$ cat src/rtl/core/assert_macros.svh
// Assertion macros for the I2C register transfer RTL.
// No dependencies; SYNTHESIS drops the checks.
`ifndef ASSERT_MACROS_SVH
`define ASSERT_MACROS_SVH
`ifndef SYNTHESIS
`define AST_CHK(lbl, clk_s, rst_s, prop, msg) \
  lbl: assert property (@(posedge clk_s) disable iff (!rst_s) prop) else $error(msg);
`define AST_ALW(lbl, clk_s, prop, msg) \
  lbl: assert property (@(posedge clk_s) prop) else $error(msg);
`else
`define AST_CHK(lbl, clk_s, rst_s, prop, msg)
`define AST_ALW(lbl, clk_s, prop, msg)
`endif
`endif

$ cat src/rtl/core/i2cmrt_pkg.sv
// Types and constants for the I2C master register transfer block.
// No dependencies.
package i2cmrt_pkg;

  typedef enum logic [1:0] {
    FUNC_LOAD  = 2'd0,
    FUNC_BEGIN = 2'd1,
    FUNC_EVENT = 2'd2,
    FUNC_TICK  = 2'd3
  } func_t;

  typedef enum logic [1:0] {
    OUTCOME_NONE    = 2'd0,
    OUTCOME_OK      = 2'd1,
    OUTCOME_TIMEOUT = 2'd2
  } outcome_t;

  typedef enum logic [2:0] {
    CFG_SLAVE_ADDR = 3'd0,
    CFG_REG_ADDR   = 3'd1,
    CFG_LENGTH     = 3'd2,
    CFG_READ_MODE  = 3'd3,
    CFG_TIMEOUT    = 3'd4
  } cfg_idx_t;

  // bus controller status codes
  localparam logic [7:0] ST_START       = 8'h08;
  localparam logic [7:0] ST_RSTART      = 8'h10;
  localparam logic [7:0] ST_SLAW_ACK    = 8'h18;
  localparam logic [7:0] ST_SLAW_NACK   = 8'h20;
  localparam logic [7:0] ST_TXDATA_ACK  = 8'h28;
  localparam logic [7:0] ST_TXDATA_NACK = 8'h30;
  localparam logic [7:0] ST_ARB_LOST    = 8'h38;
  localparam logic [7:0] ST_SLAR_ACK    = 8'h40;
  localparam logic [7:0] ST_SLAR_NACK   = 8'h48;
  localparam logic [7:0] ST_RXDATA_ACK  = 8'h50;
  localparam logic [7:0] ST_RXDATA_NACK = 8'h58;
  localparam logic [7:0] READ_BIT       = 8'h01;

  localparam logic [5:0]  LENGTH_RST  = 6'd1;
  localparam logic [15:0] TIMEOUT_RST = 16'd1000;

  typedef struct packed {
    logic [1:0] func;
    logic [7:0] data_byte;
    logic [7:0] bus_status;
  } in_item_t;

  typedef struct packed {
    logic       tx_valid;
    logic [7:0] tx_byte;
    logic       set_start;
    logic       clear_start;
    logic       set_stop;
    logic       set_ack;
    logic       clear_ack;
    logic       clear_irq;
    logic       rx_valid;
    logic [7:0] rx_byte;
    logic       done_res;
    logic [1:0] outcome;
  } out_item_t;

endpackage

$ cat src/rtl/core/i2c_master_register_transfer.sv
// I2C master register transfer sequencer, top level.
// Depends on i2cmrt_pkg and assert_macros.svh.
//
// Usage: configure slave address, register address, length, mode and timeout
// through the cfg_ write port (cfg_ready is always high) while idle. Load
// write bytes with func 0, start with func 1, then pass each bus status
// event (func 2) and timer ticks (func 3) on the in_ channel. Every accepted
// item yields exactly one result on the out_ channel with the bus control
// actions to apply.
// The result is registered and appears in the cycle after the item is accepted.
// Throughput: one item per cycle while no stall holds a pending result; all
// decode is one pass from the state registers and the prefetched write buffer
// entry into the result register. The write buffer is a MAX_LENGTH entry
// memory whose registered read port always points at the next byte to send.
// Reset: control state clears, registers take their reset values; the
// buffer holds no valid data until loaded.
// Stall: when out_stall holds a pending result, in_stall is raised and the
// result register keeps its value while the stall lasts.
`include "assert_macros.svh"
module i2c_master_register_transfer
  import i2cmrt_pkg::*;
#(
  parameter int MAX_LENGTH = 32
) (
  input  logic      clk,
  input  logic      rst_n,
  input  logic      in_valid,
  output logic      in_stall,
  input  in_item_t  in_data,
  output logic      out_valid,
  input  logic      out_stall,
  output out_item_t out_data,
  input  logic      cfg_valid,
  output logic      cfg_ready,
  input  logic [2:0]  cfg_index,
  input  logic [15:0] cfg_data
);

  localparam int PTR_W  = $clog2(MAX_LENGTH + 1);
  localparam int ADDR_W = $clog2(MAX_LENGTH);
  localparam int CMP_W  = ((PTR_W > 6) ? PTR_W : 6) + 1;

  logic [7:0]  slave_addr_r;
  logic [7:0]  reg_addr_r;
  logic [5:0]  length_r;
  logic        read_mode_r;
  logic [15:0] timeout_r;

  logic             busy_r, busy_nxt;
  logic [PTR_W-1:0] byte_index_r, byte_index_nxt;
  logic [PTR_W-1:0] load_ptr_r, load_ptr_nxt;
  logic [15:0]      ticks_left_r, ticks_left_nxt;

  logic [7:0] wbuf [MAX_LENGTH];
  logic [7:0] rd_data_r;
  logic       load_we;
  logic [ADDR_W-1:0] wr_addr, rd_addr;

  logic      out_valid_r;
  out_item_t out_data_r;
  out_item_t res;
  logic      in_accept;

  logic [CMP_W-1:0] len_raw, eff_len, idx_w, idx_inc, idx_inc2, idx_after;

  assign cfg_ready = 1'b1;
  assign in_stall  = out_valid_r & out_stall;
  assign in_accept = in_valid & ~in_stall;
  assign out_valid = out_valid_r;
  assign out_data  = out_data_r;

  always_ff @(posedge clk) begin
    if (!rst_n) begin
      slave_addr_r <= '0;
      reg_addr_r   <= '0;
      length_r     <= LENGTH_RST;
      read_mode_r  <= 1'b0;
      timeout_r    <= TIMEOUT_RST;
    end else if (cfg_valid && cfg_ready) begin
      unique case (cfg_index)
        CFG_SLAVE_ADDR: slave_addr_r <= cfg_data[7:0];
        CFG_REG_ADDR:   reg_addr_r   <= cfg_data[7:0];
        CFG_LENGTH:     length_r     <= cfg_data[5:0];
        CFG_READ_MODE:  read_mode_r  <= cfg_data[0];
        CFG_TIMEOUT:    timeout_r    <= cfg_data;
        default: ;
      endcase
    end
  end

  always_comb begin
    len_raw = CMP_W'(length_r);
    if (len_raw == '0) begin
      eff_len = CMP_W'(1);
    end else if (len_raw > CMP_W'(MAX_LENGTH)) begin
      eff_len = CMP_W'(MAX_LENGTH);
    end else begin
      eff_len = len_raw;
    end
    idx_w    = CMP_W'(byte_index_r);
    idx_inc  = idx_w + CMP_W'(1);
    idx_inc2 = idx_w + CMP_W'(2);
  end

  always_comb begin
    res            = '0;
    busy_nxt       = busy_r;
    byte_index_nxt = byte_index_r;
    load_ptr_nxt   = load_ptr_r;
    ticks_left_nxt = ticks_left_r;
    load_we        = 1'b0;
    idx_after      = idx_w;
    case (in_data.func)
      FUNC_LOAD: begin
        if (load_ptr_r < PTR_W'(MAX_LENGTH)) begin
          load_we      = 1'b1;
          load_ptr_nxt = load_ptr_r + PTR_W'(1);
        end
      end
      FUNC_BEGIN: begin
        if (!busy_r) begin
          busy_nxt       = 1'b1;
          byte_index_nxt = '0;
          ticks_left_nxt = timeout_r;
          load_ptr_nxt   = '0;
          res.set_start  = 1'b1;
        end
      end
      FUNC_EVENT: begin
        if (busy_r) begin
          res.clear_irq = 1'b1;
          if (!read_mode_r) begin
            unique case (in_data.bus_status)
              ST_START: begin
                res.clear_start = 1'b1;
                res.tx_valid    = 1'b1;
                res.tx_byte     = slave_addr_r;
              end
              ST_SLAW_ACK: begin
                res.tx_valid = 1'b1;
                res.tx_byte  = reg_addr_r;
              end
              ST_TXDATA_ACK: begin
                if (idx_w < eff_len) begin
                  res.tx_valid   = 1'b1;
                  res.tx_byte    = rd_data_r;
                  byte_index_nxt = PTR_W'(idx_inc);
                end else begin
                  res.set_stop = 1'b1;
                  res.done_res = 1'b1;
                  res.outcome  = OUTCOME_OK;
                  busy_nxt     = 1'b0;
                end
              end
              ST_SLAW_NACK, ST_ARB_LOST: res.set_start = 1'b1;
              ST_TXDATA_NACK:            res.set_stop  = 1'b1;
              default: ;
            endcase
          end else begin
            unique case (in_data.bus_status)
              ST_START: begin
                res.clear_start = 1'b1;
                res.tx_valid    = 1'b1;
                res.tx_byte     = slave_addr_r;
              end
              ST_SLAW_ACK: begin
                res.tx_valid = 1'b1;
                res.tx_byte  = reg_addr_r;
              end
              ST_TXDATA_ACK: res.set_start = 1'b1;
              ST_RSTART: begin
                res.clear_start = 1'b1;
                res.tx_valid    = 1'b1;
                res.tx_byte     = slave_addr_r | READ_BIT;
              end
              ST_SLAR_ACK: begin
                if (eff_len > CMP_W'(1)) res.set_ack = 1'b1;
                else res.clear_ack = 1'b1;
              end
              ST_RXDATA_ACK: begin
                if (idx_w < eff_len) begin
                  res.rx_valid = 1'b1;
                  res.rx_byte  = in_data.data_byte;
                  idx_after    = idx_inc;
                  if (idx_inc2 == eff_len) res.clear_ack = 1'b1;
                end
              end
              ST_RXDATA_NACK: begin
                if (idx_w < eff_len) begin
                  res.rx_valid = 1'b1;
                  res.rx_byte  = in_data.data_byte;
                  idx_after    = idx_inc;
                end
                res.set_stop = 1'b1;
              end
              ST_ARB_LOST: res.set_start = 1'b1;
              ST_SLAR_NACK: begin
                res.set_stop  = 1'b1;
                res.set_start = 1'b1;
              end
              default: res.set_start = 1'b1;
            endcase
            byte_index_nxt = PTR_W'(idx_after);
            if (idx_after >= eff_len) begin
              res.done_res = 1'b1;
              res.outcome  = OUTCOME_OK;
              busy_nxt     = 1'b0;
            end
          end
        end
      end
      default: begin
        if (busy_r) begin
          if (ticks_left_r <= 16'd1) begin
            ticks_left_nxt = '0;
            res.done_res   = 1'b1;
            res.outcome    = OUTCOME_TIMEOUT;
            busy_nxt       = 1'b0;
          end else begin
            ticks_left_nxt = ticks_left_r - 16'd1;
          end
        end
      end
    endcase
    if (!in_accept) begin
      busy_nxt       = busy_r;
      byte_index_nxt = byte_index_r;
      load_ptr_nxt   = load_ptr_r;
      ticks_left_nxt = ticks_left_r;
      load_we        = 1'b0;
    end
  end

  always_ff @(posedge clk) begin
    if (!rst_n) begin
      busy_r       <= 1'b0;
      byte_index_r <= '0;
      load_ptr_r   <= '0;
      ticks_left_r <= '0;
      out_valid_r  <= 1'b0;
    end else begin
      busy_r       <= busy_nxt;
      byte_index_r <= byte_index_nxt;
      load_ptr_r   <= load_ptr_nxt;
      ticks_left_r <= ticks_left_nxt;
      if (in_accept) begin
        out_valid_r <= 1'b1;
      end else if (!out_stall) begin
        out_valid_r <= 1'b0;
      end
    end
  end

  always_ff @(posedge clk) begin
    if (in_accept) begin
      out_data_r <= res;
    end
  end

  // write buffer, read port prefetches the entry at the next byte index
  assign wr_addr = load_ptr_r[ADDR_W-1:0];
  assign rd_addr = byte_index_nxt[ADDR_W-1:0];

  always_ff @(posedge clk) begin
    if (load_we) begin
      wbuf[wr_addr] <= in_data.data_byte;
    end
    if (load_we && (wr_addr == rd_addr)) begin
      rd_data_r <= in_data.data_byte;
    end else begin
      rd_data_r <= wbuf[rd_addr];
    end
  end

  `AST_CHK(a_done_outcome, clk, rst_n, out_valid_r && out_data_r.done_res |-> (out_data_r.outcome == OUTCOME_OK || out_data_r.outcome == OUTCOME_TIMEOUT), "done without outcome")
  `AST_CHK(a_done_idle, clk, rst_n, in_accept && res.done_res |=> !busy_r, "busy after transfer done")
  `AST_CHK(a_load_ptr_range, clk, rst_n, load_ptr_r <= PTR_W'(MAX_LENGTH), "load pointer out of range")
  `AST_CHK(a_index_range, clk, rst_n, byte_index_r <= PTR_W'(MAX_LENGTH), "byte index out of range")

endmodule
$ cat config.mk
export PLATFORM = sky130hd
export DESIGN_NAME = i2c_master_register_transfer
export DESIGN_NICKNAME = d
export VERILOG_FILES = /design/src/rtl/core/i2cmrt_pkg.sv /design/src/rtl/core/i2c_master_register_transfer.sv
export VERILOG_INCLUDE_DIRS = /design/src /design/src/rtl/core
export SDC_FILE = /design/constraint.sdc
export NUM_CORES = 1
export LEC_CHECK = 0
export BUFFER_PORTS_ARGS = -buffer_cell sky130_fd_sc_hd__buf_2
export CELL_PAD_IN_SITES_DETAIL_PLACEMENT = 0
export CELL_PAD_IN_SITES_GLOBAL_PLACEMENT = 2
export CORE_MARGIN = 3
export CORE_UTILIZATION = 48
export DETAILED_ROUTE_END_ITERATION = 12
export PLACE_DENSITY_LB_ADDON = 0.1
export SLEW_MARGIN = 5
export SYNTH_ARGS = -nofsm -noshare
export SYNTH_HDL_FRONTEND = slang
export SYNTH_SLANG_ARGS = --single-unit
$ cat constraint.sdc
create_clock -name clk -period 10.8 [get_ports clk]
set_clock_uncertainty 0.15 [all_clocks]
set_input_delay 3.24 -clock clk [delete_from_list [all_inputs] [get_ports clk]]
set_output_delay 3.24 -clock clk [all_outputs]
set_load 0.05 [all_outputs]
==> impl_metrics.csv, run 1 <==
group,metric,value,unit
outcome,status,"finished, final reports clean",
worst_setup_path,reg2reg_to,"out_data[2]$_DFFE_PP_",
floorplanning,design.die.area,34000,sq um
floorplanning,pin_count,72,
clock_tree,clkTransAtPathRegs,0.06,ns
layout,drive_gt1_share,19.5,%
synth,syn-num-nets,1136,
detailed_routing,route.detailed.drc,0,
layout,multi_input_area,4980,sq um
detailed_routing,avgViaCountPerCell,5.81,
worst_setup_path,end_kind,"output port",
layout,final_cell_area,17200,sq um
min_path,hold_class,"register to register",
clock_tree,post_cts_buffers,0,
floorplanning,rows,64,
detailed_routing,via_count,9039,
grt,grt_usage,21.4,%
layout,final_core_util,55.6,%
floorplanning,floorplan.initialDensity,49.3,%
power,ir_worst_vdd,0.138,mV
clock_tree,htreeDepth,2,
worst_setup_path,rr_worst_depth,14,
worst_setup_path,worst-setup-path-type,"input port to output port",
worst_setup_path,rrSetupSlack,6.86,ns
power,power.density,174,nW/um^2
synth,synth.distinct_cells,73,
layout,fill_cells,2595,
detailed_routing,firstDrtPassIters,5,
min_path,whs_path_depth,2,
worst_setup_path,reg2reg_from,"length_r[3]$_SDFFE_PN0P_",
detailed_routing,drt_iter0_markers,693,
clock_tree,cts_tree,"done",
timing,fin_crit,7.11,ns
clock_tree,cts-root-buf,"clkbuf_16",
clock_tree,cts_buffers,39,
run,drv_cap,0,
clock_tree,holdBufCountCts,0,
grt,grt_first_pass_wirelength,54.9,mm
timing,setup_ws,3.69,ns
placement,post-place-ws,3.69,ns
grt,grt_max_degree,47,
grt,grt.overflow.total,0,
timing,period_share,65.8,%
synth,synth_cells,1070,
timing,hold_slack,0.306,ns
detailed_routing,wl_per_cell,23.0,um
worst_setup_path,cp.arrival,3.72,ns
synth,synthFlopType,"edfxtp_1",
synth,synth_area,15300,sq um
power,p_leak,5.66,nW
timing,setup_viol,0,
floorplanning,core_area,31000,sq um
synth,synth_edf_count,283,
clock_tree,clockBufferDepth,3,
timing,relSlewSlack,44.1,%
floorplanning,die_x,184,um
synth,async_flop_share,0,%
clock_tree,clkLatencyLatePin,0.55,ns
placement,gp_congestion,0.807,
clock_tree,ctsResizeCount,0,
timing,tns,0,ns
detailed_routing,drt_wl_total,35.9,mm
timing,worst_slew_pin_slew,0.835,ns
timing,max_freq,141,MHz
timing,finalMaxSlewViolations,0,
synth,ys_seq_elements,357,
detailed_routing,antenna_left,0,
placement,dp_hpwl,23.1,mm
layout,nNetsFinal,1198,
worst_setup_path,cp_max_fo,3,
worst_setup_path,cp_data_required_time,7.41,ns
timing,hold_viol,0,
placement,portBuffers,70,
synth,postSynthAreaPerCell,14.3,sq um
grt,antenna_found_initial,0,
clock_tree,cts_sinks,357,
placement,dpl-instance-area,15900,sq um
min_path,hold_start,"slave_addr_r[5]$_SDFFE_PN0P_",
worst_setup_path,critPathLaunchType,"input port",
timing,rsz0062_at_grt,"false",
layout,diodes,0,
layout,syn2layout_area_growth,12.8,%
synth,ys_warn_count,0,
grt,grt_pass1_vias,8976,
synth,seq_area_frac_synth,65.3,%
min_path,min_to,"slave_addr_r[5]$_SDFFE_PN0P_",
layout,regArea,9990,sq um
floorplanning,dieHeight,184,um
[cells in the final DEF (no fill, tap or decap), types with 14 or more instances in the layout]
master,n
ha_1,24
edfxtp_1,283
clkbuf_16,39
nand3_1,25
a21oi_1,71
and2_1,14
nor3_1,21
nor2_1,78
nand2_1,110
o21ai_1,18
inv_1,18
o21ai_0,15
dfxtp_1,71
a22oi_1,15
mux4_2,72
mux2i_1,24
buf_2,70
[power breakdown]
part	internal [W]	switching, W	total [W]
clock	0.000769	0.000555	0.00132
combinational	0.0000455	0.000120	0.000166
sequential	0.00149	0.00000776	0.00150
total	0.00231	0.000683	0.00299
[stage by stage]
| stage | cells | total power (W) |
|---|---|---|
| after floorplan | 1070 | 0.00164 |
| after global placement | 1487 | 0.00170 |
| after detailed placement | 1487 | 0.00170 |
| after CTS | 1557 | 0.00302 |
| after global routing | 1557 | 0.00310 |
| final | 1557 | 0.00299 |
[layout make-up]
type / count / area share (%)
clock inverters: 27 / 1.71
repair buffers: 78 / 2.38
well taps: 396 / 2.88
inverters: 21 / 0.457
clock buffers: 43 / 5.75
multi-input cells: 635 / 28.9
flip-flops and latches: 357 / 58.0
[layer usage]
metal | vias up | wire length, um | GRT usage, %
met5 | - | 0 | 0
met4 | 0 | 642 | 5.17
met3 | 49 | 1890 | 3.57
met2 | 225 | 17100 | 34.1
met1 | 4510 | 16200 | 31.3
li1 | 4255 | - | -
[Yosys cell counts, types with 3 or more instances]
master	number	share of area, %
o21ai_0	15	0.49
a211oi_1	3	0.15
dfxtp_1	74	9.7
and2_1	14	0.57
nor2_1	78	1.9
edfxtp_1	283	56
nor2b_1	6	0.25
nand3_1	25	0.82
nand2_1	110	2.7
buf_2	10	0.33
inv_1	18	0.44
and3_1	13	0.53
ha_1	24	2.0
mux4_2	72	11
nand2b_1	9	0.37
buf_1	7	0.17
nor3b_1	3	0.15
or3_1	7	0.29
a31oi_1	6	0.25
o211ai_1	6	0.29
nor4_1	11	0.45
o22ai_1	7	0.29
clkbuf_1	38	0.93
xor2_1	7	0.40
a32o_1	3	0.20
nand4_1	4	0.16
mux2i_1	24	1.6
or4_1	4	0.20
a21oi_1	71	2.3
nor3_1	21	0.69
a22oi_1	15	0.74
xnor2_1	9	0.52
o21ai_1	18	0.59
[flip-flops by register name (all words and copies together), names as in the netlist, 6 cells and up, named ones only]
register	flops
reg_addr_r	8
out_data	27
timeout_r	16
wbuf	256
load_ptr_r	6
ticks_left_r	16
length_r	6
byte_index_r	6
slave_addr_r	8
[critical path, cell delays in order]
cell,delay (ns)
buf_2,0.07
and2_1,0.14
buf_2,0.27
[kinds of logic (layout without fill, tap and decap cells)]
logic type | count (synthesis) | in the layout | synth area share (%)
DFF | 357 | 357 | 65.3
xor gates and xnor gates | 16 | 16 | 0.918
buffers and inverters | 78 | 169 | 2.07
AOI/OAI and AO/OA | 176 | 176 | 7.28
muxes | 96 | 96 | 12.2
and+or+nand+nor | 322 | 322 | 10.2
adders and majority gates | 24 | 24 | 1.97
other | 1 | 1 | 0.0246
[worst max path at each step]
stage | from | endpoint
floorplan | out_stall | in_stall
global placement | out_stall | in_stall
detailed placement | out_stall | in_stall
CTS | out_stall | in_stall
global route | out_stall | in_stall
finish | out_stall | in_stall
Power figures use the tool's default switching activity.
==> inputs of run 2 (changes only) <==
Settings changed: CORE_UTILIZATION 48 to 44.
Clock period 10.8 ns to 6.9 ns, I/O delays scaled along.
==> run 2 against run 1 <==
Setup slack got worse by 1.6 ns. Critical path depth unchanged. Highest routed layer unchanged. Via count is 1.9% higher. Global-route usage is 0.42 points lower.
==> impl_metrics.csv, run 2 (same netlist as run 1, synthesis figures left out) <==
group,metric,value,unit
min_path,hold_start,"timeout_r[12]$_SDFFE_PN0P_",
timing,rsz0062_at_grt,"false",
worst_setup_path,path_buf_inv,2,
min_path,hold_class,"register to register",
floorplanning,design.die.area,37000,sq um
grt,grt.overflow.total,0,
timing,period_share,69.3,%
power,p_int,0.00353,W
timing,worst_slew_pin_slew,0.906,ns
clock_tree,htreeDepth,2,
floorplanning,floorplan.initialDensity,45.1,%
layout,final_cell_mix,"edfxtp_1 (283), nand2_1 (110), nor2_1 (78), mux4_2 (72)",
worst_setup_path,reg2reg_from,"length_r[5]$_SDFFE_PN0P_",
floorplanning,dieHeight,192,um
layout,nNetsFinal,1198,
layout,drive_gt1_share,19.0,%
worst_setup_path,crit_chain,"buf_2 > and2_1 > buf_2",
worst_setup_path,crit_top_cell,"buf_2",
power,pwr-share-clk,42.7,%
floorplanning,rows,67,
clock_tree,holdBufCountCts,0,
worst_setup_path,max_stage_delay,0.27,ns
layout,diodes,0,
detailed_routing,avgViaCountPerCell,5.73,
worst_setup_path,path_delay_family,"buffers and inverters",
clock_tree,cts_sinks,357,
timing,fin_crit,4.78,ns
clock_tree,ctsResizeCount,0,
layout,syn2layout_area_growth,12.6,%
grt,grt_pass1_vias,9181,
outcome,status,"finished, final reports clean",
placement,dp_hpwl,24.9,mm
power,swShare,22.8,%
placement,gp_congestion,0.793,
timing,max_freq,209,MHz
clock_tree,cts-root-buf,"clkbuf_16",
clock_tree,clkLatencyLatePin,0.54,ns
power,power,0.00457,W
detailed_routing,via_count,9207,
clock_tree,post_cts_buffers,0,
grt,grt_max_degree,47,
placement,portBuffers,70,
run,drv_cap,0,
clock_tree,clockBufferDepth,3,
floorplanning,core_area,33900,sq um
detailed_routing,wl_per_cell,23.8,um
power,pwr-share-comb,5.9,%
clock_tree,cts_tree,"done",
power,p_sw,0.00104,W
worst_setup_path,cp_data_required_time,4.68,ns
detailed_routing,drt_wl_total,38.3,mm
layout,multi_input_area,4980,sq um
worst_setup_path,worst-setup-path-type,"input port to output port",
layout,mostFrequentLayoutCell,"edfxtp_1",
grt,grt_usage,21.0,%
grt,grt_first_pass_wirelength,58.0,mm
timing,hold_slack,0.306,ns
timing,tns,0,ns
clock_tree,cts_buffers,39,
worst_setup_path,setup.worst_path.start,"out_stall",
worst_setup_path,critPathLaunchType,"input port",
floorplanning,die_x,192,um
timing,hold_viol,0,
detailed_routing,antenna_left,0,
detailed_routing,drt_iter0_markers,696,
layout,fill_cells,2885,
timing,finalMaxSlewViolations,0,
power,power.density,266,nW/um^2
detailed_routing,route.detailed.drc,0,
detailed_routing,firstDrtPassIters,5,
timing,relSlewSlack,39.6,%
power,ir_worst_vdd,0.229,mV
power,p_leak,5.63,nW
power,p_seq_share,51.4,%
clock_tree,clkTransAtPathRegs,0.06,ns
layout,regMostFlops,"wbuf",
layout,largest_reg_flops,256,
worst_setup_path,slowest_stage,"buf_2",
timing,setup_viol,0,
grt,antenna_found_initial,0,
floorplanning,pin_count,72,
worst_setup_path,cp.arrival,2.56,ns
layout,regArea,9990,sq um
worst_setup_path,end_kind,"output port",
layout,final_core_util,50.8,%
worst_setup_path,cp_max_fo,3,
-- run 2: per-layer routing --
metal,up-vias,GRT usage (%),routed length [um]
li1,4255,-,-
met1,4654,29.6,16900
met3,52,3.05,1790
met2,246,34.7,18700
met5,-,0,0
met4,0,5.38,880
-- run 2: area by class of cell --
cell class | count | share of cell area [%]
sequential | 357 | 58.1
inverter | 21 | 0.458
timing repair buffer | 78 | 2.39
clock buffer | 47 | 5.85
tap | 448 | 3.26
clock inverter | 22 | 1.06
multi-input combinational | 635 | 28.9
-- run 2: through the flow --
step	setup slack (ns)	instances	area, sq um
detailed placement	1.77	1539	16000
global placement	1.84	1539	16000
floorplan	2.17	1070	15300
global route	1.98	1608	17200
finish	2.12	1608	17200
CTS	2.12	1608	17200
-- run 2: final timing paths --
path,end,depth (start not counted),slack [ns]
setup / recovery,in_stall,3,2.12
setup reg to reg,out_data[2]$_DFFE_PP_,13,2.95
hold / removal,timeout_r[12]$_SDFFE_PN0P_,2,0.31
hold reg to reg,timeout_r[12]$_SDFFE_PN0P_,2,0.31
-- run 2: power by group through the flow --
| stage | clock [W] | combinational (W) | sequential (W) |
|---|---|---|---|
| CTS | 0.00200 | 0.000272 | 0.00235 |
| global placement | 0 | 0.000271 | 0.00240 |
| finish | 0.00195 | 0.000270 | 0.00235 |
| detailed placement | 0 | 0.000271 | 0.00240 |
| global route | 0.00209 | 0.000299 | 0.00235 |
| floorplan | 0 | 0.000139 | 0.00242 |
-- run 2: worst reg2reg max path, stage by stage (launching register included) --
cell,delay [ns]
dfxtp_1,0.35
inv_1,0.25
nand2_1,0.16
ha_1,0.32
nor2b_1,0.16
o2111a_1,0.31
nor4_1,0.58
nand3_1,0.17
xnor2_1,0.17
ha_1,0.32
a211oi_1,0.23
a32o_1,0.25
nor3_1,0.07
or2_1,0.22
==> inputs of run 3 (changes only) <==
Clock period 6.9 ns to 4.5 ns, I/O delays scaled along.
==> run 3 against run 2 <==
Total power rose by 55%. Combinational power rose by 53%. Core utilization rose by 1.1 points. Non-clock buffer count rose by 44. Via count fell by 0.96%. Critical path type is now register to register. Highest routed layer unchanged.
==> impl_metrics.csv, run 3 (same netlist as run 1, synthesis figures left out) <==
group,metric,value,unit
outcome,status,"finished, final reports clean",
timing,fin_crit,3.78,ns
timing,hold_viol,0,
layout,multi_input_area,4980,sq um
clock_tree,htreeDepth,2,
power,p_leak,5.87,nW
layout,mostFrequentLayoutCell,"edfxtp_1",
worst_setup_path,end_kind,"register",
floorplanning,core_area,33900,sq um
layout,nNetsFinal,1242,
layout,drive_gt1_share,21.9,%
clock_tree,holdBufCountCts,0,
clock_tree,clkTransAtPathRegs,0.06,ns
power,power.density,403,nW/um^2
layout,regMostFlops,"wbuf",
layout,final_cell_area,17600,sq um
grt,grt.overflow.total,0,
clock_tree,cts-root-buf,"clkbuf_16",
placement,portBuffers,70,
timing,relSlewSlack,48.6,%
timing,tns,0,ns
placement,gp_congestion,0.830,
timing,max_freq,264,MHz
timing,worst_slew_pin_slew,0.763,ns
run,drv_cap,0,
floorplanning,design.die.area,37000,sq um
floorplanning,floorplan.initialDensity,45.1,%
detailed_routing,drt_wl_total,37.9,mm
detailed_routing,via_count,9119,
worst_setup_path,worst-setup-path-type,"register to register",
grt,grt_max_degree,38,
placement,dpl-instance-area,16400,sq um
grt,grt_first_pass_wirelength,58.0,mm
timing,rsz0062_at_grt,"false",
timing,setup_viol,0,
detailed_routing,route.detailed.drc,0,
timing,period_share,84.1,%
worst_setup_path,cp_data_required_time,4.75,ns
layout,syn2layout_area_growth,15.0,%
detailed_routing,antenna_left,0,
detailed_routing,avgViaCountPerCell,5.51,
placement,dp_hpwl,25.1,mm
timing,finalMaxSlewViolations,0,
clock_tree,cts_buffers,39,
clock_tree,clockBufferDepth,3,
min_path,hold_class,"register to register",
worst_setup_path,cp_max_fo,9,
worst_setup_path,critPathLaunchType,"register",
layout,largest_reg_flops,256,
detailed_routing,wl_per_cell,22.9,um
floorplanning,dieHeight,192,um
floorplanning,die_x,192,um
clock_tree,post_cts_buffers,0,
worst_setup_path,rrSetupSlack,0.72,ns
worst_setup_path,cp.arrival,4.04,ns
clock_tree,ctsResizeCount,0,
detailed_routing,drt_iter0_markers,727,
layout,fill_cells,2949,
grt,antenna_found_initial,0,
power,ir_worst_vdd,0.351,mV
layout,final_cell_mix,"edfxtp_1 (283), nand2_1 (110), nor2_1 (78), mux4_2 (72)",
grt,grt_pass1_vias,9235,
detailed_routing,firstDrtPassIters,5,
clock_tree,cts_tree,"done",
floorplanning,pin_count,72,
layout,regArea,9990,sq um
floorplanning,rows,67,
clock_tree,cts_sinks,357,
grt,grt_usage,21.1,%
clock_tree,clkLatencyLatePin,0.53,ns
layout,diodes,0,
==> run 3: cell count changes in the layout (fill, tap and decap cells not counted) <==
cell,before,now
clkinvlp_4,1,2
bufinv_16,2,3
buf_12,0,1
inv_16,0,1
clkinv_1,9,8
buf_4,8,51
clkinv_8,2,0
clkbuf_1,8,11
inv_6,2,1
==> run 3: cell type report <==
| class | instances | area share [%] |
|---|---|---|
| Sequential cell | 357 | 56.8 |
| Multi-Input combinational cell | 635 | 28.3 |
| Clock buffer | 50 | 5.79 |
| Timing Repair Buffer | 122 | 4.29 |
| Tap cell | 448 | 3.19 |
| Clock inverter | 21 | 1.11 |
| Inverter | 21 | 0.449 |
==> run 3: final timing paths <==
check,from,to,cells after the start
max,length_r[5]$_SDFFE_PN0P_,out_data[2]$_DFFE_PP_,14
min reg2reg,reg_addr_r[0]$_SDFFE_PN0P_,reg_addr_r[0]$_SDFFE_PN0P_,2
min,reg_addr_r[0]$_SDFFE_PN0P_,reg_addr_r[0]$_SDFFE_PN0P_,2
max reg2reg,length_r[5]$_SDFFE_PN0P_,out_data[2]$_DFFE_PP_,14
==> run 3: stage by stage <==
stage | utilization, % | hold slack (ns) | power (W) | cells | setup WS [ns]
2_1_floorplan | - | 0.286 | 0.00393 | 1070 | 0.548
3_3_place_gp | 48.3 | 0.294 | 0.00409 | 1583 | 0.285
3_5_place_dp | 48.3 | 0.297 | 0.00409 | 1583 | 0.265
4_1_cts | 51.9 | 0.306 | 0.00715 | 1654 | 0.718
5_1_grt | 51.9 | 0.320 | 0.00735 | 1654 | 0.428
6_report | 51.9 | 0.304 | 0.00708 | 1654 | 0.716
==> run 3: report_power, final <==
group,internal (W),leakage [nW],switching (W)
Sequential,0.00359,3.18,0.0000197
Clock,0.00178,0.589,0.00128
Combinational,0.000112,2.11,0.000301
Total,0.00548,5.87,0.00160
==> run 3: layer usage <==
metal  part of all wire [%]  global-route usage (%)  up-vias
met3                    4.2                    3.12       40
met2                     50                    35.5      211
met5                      0                       0        -
met1                     44                    29.2     4524
met4                    1.9                    4.85        0
li1                       -                       -     4344
==> run 3: critical path, stage by stage (launching register included) <==
cell	delay, ns
dfxtp_1	0.35
inv_1	0.27
nand2_1	0.16
ha_1	0.31
nor2b_1	0.16
o2111a_1	0.30
or4_1	0.58
xnor2_1	0.16
ha_1	0.28
o21ai_0	0.06
o21ai_0	0.17
o2111ai_1	0.14
a32o_1	0.26
nor3_1	0.19
or2_1	0.13
